## config.mk

```make
export PLATFORM = sky130hd
export DESIGN_NAME = ddo_ctrl
export DESIGN_NICKNAME = d
export VERILOG_FILES = /design/src/sv/ddo_pkg.sv /design/src/sv/ddo_ctrl.sv
export SDC_FILE = /design/constraint.sdc
export NUM_CORES = 1
export LEC_CHECK = 0
export BUFFER_PORTS_ARGS = -buffer_cell sky130_fd_sc_hd__buf_2
export CORE_AREA = 10 10 47 49
export CTS_CLUSTER_SIZE = 20
export DETAILED_ROUTE_END_ITERATION = 6
export DIE_AREA = 0 0 57 59
export MAX_ROUTING_LAYER = met4
export PLACE_DENSITY = 0.49
export SETUP_SLACK_MARGIN = 0.1
export SLEW_MARGIN = 5
export SYNTH_ARGS = -nofsm -noshare
export SYNTH_HDL_FRONTEND = slang
export SYNTH_SLANG_ARGS = --single-unit
```

## constraint.sdc

```tcl
create_clock -name clk -period 1.55 [get_ports clk]
set_input_delay 0.2325 -clock clk [delete_from_list [all_inputs] [get_ports clk]]
set_output_delay 0.2325 -clock clk [all_outputs]
set_load 0.03 [all_outputs]
```

## src/sv/ddo_pkg.sv

```systemverilog
package ddo_pkg;

  localparam int FRAC_BITS        = 8;
  localparam int CORDIC_STEPS_DEF = 16;

  localparam logic [15:0] DIAM_RST = 16'((8 << FRAC_BITS) & 16'hFFFF);
  localparam logic [15:0] BASE_RST = 16'((((161 << FRAC_BITS) + 5) / 10) & 16'hFFFF);

  localparam logic [21:0]        PI_Q20      = 22'd3294199;
  localparam logic signed [33:0] CORDIC_GAIN = 34'sd652032875;
  localparam logic [63:0]        MEAN_BIAS   = 64'd360 << 20;
  // ceil(2^43 / 45), split at bit 26; exact floor(v / 45) for v below 2^38
  localparam logic [25:0]        MREC_LO     = 26'd47721859;
  localparam logic [11:0]        MREC_HI     = 12'd2912;
  localparam logic [6:0]         TURN_LAST   = 7'd71;
  localparam logic [6:0]         HALF_STEP   = 7'd70;

  typedef enum logic [7:0] {
    CFG_DIAM    = 8'd0,
    CFG_BASE    = 8'd1,
    CFG_TGT_X   = 8'd2,
    CFG_TGT_Y   = 8'd3,
    CFG_TGT_RAD = 8'd4,
    CFG_ROB_RAD = 8'd5
  } cfg_idx_t;

  typedef enum logic [4:0] {
    OP_IDLE,
    OP_LOAD,
    OP_MUL_SUM,
    OP_MUL_DIF,
    OP_TDIV_START,
    OP_DIV_STEP,
    OP_TURN_FIX,
    OP_PI_LO,
    OP_PI_HI,
    OP_MR_LOAD,
    OP_MR_LL,
    OP_MR_HL,
    OP_MR_LH,
    OP_MR_HH,
    OP_MEAN_FIX,
    OP_CORD_START,
    OP_CORD_STEP,
    OP_CORD_FIX,
    OP_X_LO,
    OP_X_HI,
    OP_Y_LO,
    OP_Y_HI,
    OP_POSE,
    OP_DIFF,
    OP_SQ_X,
    OP_SQ_Y,
    OP_SQ_R,
    OP_NEAR,
    OP_OUT
  } op_t;

  typedef struct packed {
    logic div_last;
    logic cord_last;
    logic out_free;
  } ddo_stat_t;

  // Arctangent of 2^-i as a binary angle.
  function automatic logic [31:0] atan_bam(input logic [4:0] idx);
    case (idx)
      5'd0:  return 32'h20000000;
      5'd1:  return 32'h12E4051E;
      5'd2:  return 32'h09FB385B;
      5'd3:  return 32'h051111D4;
      5'd4:  return 32'h028B0D43;
      5'd5:  return 32'h0145D7E1;
      5'd6:  return 32'h00A2F61E;
      5'd7:  return 32'h00517C55;
      5'd8:  return 32'h0028BE53;
      5'd9:  return 32'h00145F2F;
      5'd10: return 32'h000A2F98;
      5'd11: return 32'h000517CC;
      5'd12: return 32'h00028BE6;
      5'd13: return 32'h000145F3;
      5'd14: return 32'h0000A2FA;
      5'd15: return 32'h0000517D;
      5'd16: return 32'h000028BE;
      5'd17: return 32'h0000145F;
      5'd18: return 32'h00000A30;
      5'd19: return 32'h00000518;
      5'd20: return 32'h0000028C;
      5'd21: return 32'h00000146;
      5'd22: return 32'h000000A3;
      5'd23: return 32'h00000051;
      5'd24: return 32'h00000029;
      5'd25: return 32'h00000014;
      5'd26: return 32'h0000000A;
      5'd27: return 32'h00000005;
      5'd28: return 32'h00000003;
      5'd29: return 32'h00000001;
      default: return 32'h00000000;
    endcase
  endfunction

endpackage

```

## src/sv/ddo_ctrl.sv

```systemverilog
module ddo_ctrl import ddo_pkg::*; (
  input  logic      clk,
  input  logic      rst,
  input  logic      in_valid,
  output logic      in_ready,
  input  ddo_stat_t stat,
  output op_t       op
);

  typedef enum logic [4:0] {
    S_IDLE, S_MSUM, S_MDIF, S_TDIV0, S_TDIV, S_TFIX, S_PILO, S_PIHI,
    S_MRLD, S_MRLL, S_MRHL, S_MRLH, S_MRHH, S_MFIX, S_CRD0, S_CRD, S_CFIX,
    S_XLO, S_XHI, S_YLO, S_YHI, S_POSE, S_DIFF, S_SQX, S_SQY, S_SQR, S_NEAR,
    S_OUT
  } state_t;

  state_t state;

  always_ff @(posedge clk) begin
    if (rst) begin
      state <= S_IDLE;
    end else begin
      case (state)
        S_IDLE:  if (in_valid) state <= S_MSUM;
        S_MSUM:  state <= S_MDIF;
        S_MDIF:  state <= S_TDIV0;
        S_TDIV0: state <= S_TDIV;
        S_TDIV:  if (stat.div_last) state <= S_TFIX;
        S_TFIX:  state <= S_PILO;
        S_PILO:  state <= S_PIHI;
        S_PIHI:  state <= S_MRLD;
        S_MRLD:  state <= S_MRLL;
        S_MRLL:  state <= S_MRHL;
        S_MRHL:  state <= S_MRLH;
        S_MRLH:  state <= S_MRHH;
        S_MRHH:  state <= S_MFIX;
        S_MFIX:  state <= S_CRD0;
        S_CRD0:  state <= S_CRD;
        S_CRD:   if (stat.cord_last) state <= S_CFIX;
        S_CFIX:  state <= S_XLO;
        S_XLO:   state <= S_XHI;
        S_XHI:   state <= S_YLO;
        S_YLO:   state <= S_YHI;
        S_YHI:   state <= S_POSE;
        S_POSE:  state <= S_DIFF;
        S_DIFF:  state <= S_SQX;
        S_SQX:   state <= S_SQY;
        S_SQY:   state <= S_SQR;
        S_SQR:   state <= S_NEAR;
        S_NEAR:  state <= S_OUT;
        S_OUT:   if (stat.out_free) state <= S_IDLE;
        default: state <= S_IDLE;
      endcase
    end
  end

  assign in_ready = (state == S_IDLE);

  always_comb begin
    case (state)
      S_IDLE:  op = in_valid ? OP_LOAD : OP_IDLE;
      S_MSUM:  op = OP_MUL_SUM;
      S_MDIF:  op = OP_MUL_DIF;
      S_TDIV0: op = OP_TDIV_START;
      S_TDIV:  op = OP_DIV_STEP;
      S_TFIX:  op = OP_TURN_FIX;
      S_PILO:  op = OP_PI_LO;
      S_PIHI:  op = OP_PI_HI;
      S_MRLD:  op = OP_MR_LOAD;
      S_MRLL:  op = OP_MR_LL;
      S_MRHL:  op = OP_MR_HL;
      S_MRLH:  op = OP_MR_LH;
      S_MRHH:  op = OP_MR_HH;
      S_MFIX:  op = OP_MEAN_FIX;
      S_CRD0:  op = OP_CORD_START;
      S_CRD:   op = OP_CORD_STEP;
      S_CFIX:  op = OP_CORD_FIX;
      S_XLO:   op = OP_X_LO;
      S_XHI:   op = OP_X_HI;
      S_YLO:   op = OP_Y_LO;
      S_YHI:   op = OP_Y_HI;
      S_POSE:  op = OP_POSE;
      S_DIFF:  op = OP_DIFF;
      S_SQX:   op = OP_SQ_X;
      S_SQY:   op = OP_SQ_Y;
      S_SQR:   op = OP_SQ_R;
      S_NEAR:  op = OP_NEAR;
      S_OUT:   op = stat.out_free ? OP_OUT : OP_IDLE;
      default: op = OP_IDLE;
    endcase
  end

endmodule

```

* Word level (Yosys, flattened, before mapping)
Cells that the tools add are included.
Storage, ports and cells: flip-flop bits (word level) 5, output and inout bits 6, bits of input ports 6, logic and storage cells 42
Operators by class: equal/unequal tests 31, reductions and logical operators 2, multiplexer cells 8
Operator list (number):
- 5-bit case mux with 28 select lines | 2
- 5-bit == test, second input constant | 12
- 5-bit by 4-bit == test with 1-bit output, second input constant | 8
- 5-bit two-way mux | 5
- 5-bit by 3-bit == test with 1-bit output, second input constant | 4
- 5-bit by 2-bit == test with 1-bit output, second input constant | 2
- 2-bit != test, second input constant | 4
- 5-bit by 1-bit == test with 1-bit output, second input constant | 1
- 5-bit logical NOT | 1
- 4-bit AND reduction | 1
- 1-bit two-way mux | 1

* Logic depth before layout (Yosys ltp)
depth in word-level cells 3, mapped depth 5, mapped depth without buffers 4

* Worst setup path before layout
Ideal clock, no wire load.
path kind flip-flop to output port, start register state[4], end output op[0], slack -0.160 ns, required time 1.317 ns, path buffers 1, stages on the path, launching flop included 4, arrival 1.478 ns, path through dfxtp_1 clkbuf_1 and3_2 a211oi_1
On the way: cells in the longest elaborated chain, start to end 2, elaborated cells between the ends (all ways) 29, classes of those cells 27 x eq/ne; 1 x mux; 1 x reduce/logical
Ends and longest elaborated chain:
- start: declaration | line ddo_ctrl.sv:17 | state_t state;
- start signal: assignment | line ddo_ctrl.sv:21 | state <= S_IDLE;
- start signal: assignment | line ddo_ctrl.sv:24 | S_IDLE: if (in_valid) state <= S_MSUM;
- start signal: assignment | line ddo_ctrl.sv:25 | S_MSUM: state <= S_MDIF;
- 5-bit == test, or another cell as far along | line ddo_ctrl.sv:60 | case (state)
- 5-bit case mux with 28 select lines (*) | line ddo_ctrl.sv:60
- end: declaration | line ddo_ctrl.sv:7 | output op_t op
Mark *: on every way between the ends. The rest lies on a longest branch, timed or not.

* Worst setup path in the final report
start register state[2], end output op[3]
Same word-level chain as after synthesis.

==> results.py <==
metrics = {
    "critical_path": {
        "worstSetupEndpointType": "output port",
        "cp_cell_sequence": "buf_6 -> o31ai_4 -> a211oi_2 -> buf_4",
        "slowest_delay_ns": 0.36,
        "crit_fanout": 5,
        "cp.required_ns": 1.32,
        "startpoint": "state[2]",
        "worstPathArrival_ns": 1.27,
        "cp_num_buf_inv": 2,
        "path_delay_family": "flip-flops",
        "crit_type": "reg2out",
        "r2r-start": "state[3]",
        "slowest_stage": "dfxtp_4",
        "startpoint_type": "flop",
    },
    "global_route": {
        "grt_overflow_total": 0,
        "track_usage_pct": 8.03,
        "grt_pass1_wl_um": 2160,
        "antenna_found_initial": 0,
        "grt_pass1_vias": 481,
        "grt_max_degree": 11,
    },
    "logic_synthesis": {
        "yosysSeqAreaShare_pct": 24.2,
        "netlist_area_um2": 413,
        "yosys.area.top_type": "dfxtp_1",
        "synth-seq-cells": 5,
        "yosys.area.top_type_share_pct": 24.2,
        "syn_inst": 57,
        "avgSynthCellArea_um2": 7.24,
        "syn_nets": 63,
        "synth.distinct_cells": 25,
        "ys_top_cells_by_area": "dfxtp_1 (24%), buf_6 (8.2%), nand2_1 (6.4%)",
        "yosysWarnings": 0,
    },
    "timing": {
        "fmax_mhz": 667,
        "tightest_slew_ns": 0.223,
        "setup_viol": 0,
        "period_share_pct": 96.8,
        "rsz0062_at_grt": "yes",
        "hold_viol_final": 0,
        "finClkSkew_ns": 0.00257,
        "maxSlewViolCount": 0,
        "setup_ws_ns": 0.0496,
        "relSlewSlack_pct": 85.1,
        "setup_tns_ns": 0,
        "period_minus_slack_ns": 1.50,
        "finalHoldWorstSlack_ns": 0.249,
    },
    "detailed_routing": {
        "wl_per_cell_um": 13.9,
        "wirelength_um": 1320,
        "drc": 0,
        "ant_nets": 0,
        "dr.pass1.iters": 4,
        "vias": 502,
        "via_per_inst": 5.28,
        "drt_iter0_markers": 23,
    },
    "die": {
        "ios": 12,
        "core.rowCount": 14,
        "die_y_um": 59,
        "start_util_pct": 29.5,
        "fp.dieArea_um2": 3360,
        "die_w_um": 57,
        "core-area_um2": 1400,
    },
    "outcome": {
        "status": "completed",
    },
    "clocking": {
        "cts-root-buf": "clkbuf_4",
        "numCtsBuffers": 3,
        "clock_latency_ns": 0.24,
        "htree_num_levels": 1,
        "clkSinkCount": 5,
        "hold_buffers": 0,
        "clk_pin_slew_ns": 0.04,
        "clockBufferDepth": 2,
        "cts_tree": "yes",
    },
    "layout": {
        "insertedDiodeCount": 0,
        "area_growth_pct": 72.1,
        "regMostFlops": "state",
        "reg_top3": "state (5)",
        "largest_register_ffs": 5,
        "fill_cells": 143,
        "drive_gt1_share_pct": 58.2,
        "finalNetCount": 86,
        "stdcell_area_um2": 711,
    },
    "placed_design": {
        "place_hpwl_um": 957,
        "place_ws_ns": 0.0412,
        "gp_congestion": 0.847,
        "place_area_um2": 536,
        "portBuffers": 11,
    },
    "pwr": {
        "p_leak_uw": 0.000336,
        "pwr_density_cell_nw_per_um2": 885,
        "peakVddDrop_uv": 617,
    },
    "min_path": {
        "hp-class": "in2reg",
        "min_from": "rst",
    },
    "flow_run": {
        "drv_cap": 0,
    },
}
## through the flow
step	util [%]	power (µW)	cells
3_3_place_gp	38.2	410	89
5_1_grt	50.7	673	95
2_1_floorplan	-	337	57
4_1_cts	47.2	615	94
6_report	50.7	629	95
3_5_place_dp	38.2	410	89
## per-layer routing
metal	GRT usage, %	wire [µm]	share of wire [%]
met5	-	0	0
met4	2.01	0	0
met3	2.79	65	4.9
met2	13.8	674	51
met1	8.63	576	44
## kinds of logic after synthesis
family,after synthesis,synth area share [%]
flip-flops,5,24.2
AND/OR/NAND/NOR,27,33.6
XOR/XNOR,2,4.24
buffers and inverters,6,11.2
AO/OA/AOI/OAI,17,26.7
## worst register-to-register path, cell delays in order (launching register included)
cell     delay, ns
dfxtp_4       0.37
buf_6         0.10
nand2_4       0.04
or4_4         0.49
a211o_1       0.31
o31ai_1       0.07
## final cells by class
cell class	instances	area (µm²)	area share, %
clock buffers	4	26.3	3.70
inverters	1	3.75	0.528
multi-input cells	46	362	50.9
flip-flops and latches	5	116	16.4
well taps	16	20.0	2.82
repair buffers	23	183	25.7
## final timing paths
| kind | cells past startpoint | slack, ns | to |
|---|---|---|---|
| worst max-delay path | 4 | 0.05 | op[3] |
| worst min-delay path | 2 | 0.25 | state[1] |
| worst max register to register | 5 | 0.07 | state[3] |
| worst min register to register | 3 | 0.62 | state[2] |
## where the power goes
part | total, µW | leakage (µW) | switching, µW | internal [µW]
clock | 147 | 0.0000150 | 49.5 | 97.1
combinational | 314 | 0.000277 | 172 | 142
sequential | 168 | 0.0000441 | 23.4 | 145
total | 629 | 0.000336 | 245 | 384
## cell usage after synthesis
cell,instances
or3b_1,1
o32a_1,1
nand4_1,2
a21o_1,1
and3_1,1
clkbuf_1,1
nor2_1,6
xnor2_1,2
nand3_1,1
a31oi_1,1
or3_1,1
a211oi_1,2
o21ai_0,4
buf_2,1
buf_6,3
a21oi_1,4
inv_1,1
and3_2,1
nand2_1,7
o31ai_1,3
nand2_2,2
a211o_1,1
nor3_1,4
dfxtp_1,5
or4_4,1
## repair_timing
item	4_1_cts	5_1_grt
setup buffers	1	1
setup endpoints to repair	9	8
gates resized for setup	26	9
pin swaps	3	7
endpoints found under the hold margin	0	0
## placed cells by master, fill, tap and decap left out, types with 3 or more instances in the layout
master	count
dfxtp_4	4
nand2_4	3
buf_6	6
o21ai_0	3
clkbuf_4	4
nand2_1	6
nor2_1	6
a21oi_1	4
buf_2	5
buf_4	11
Note: power is estimated with default switching activity, not from simulation.
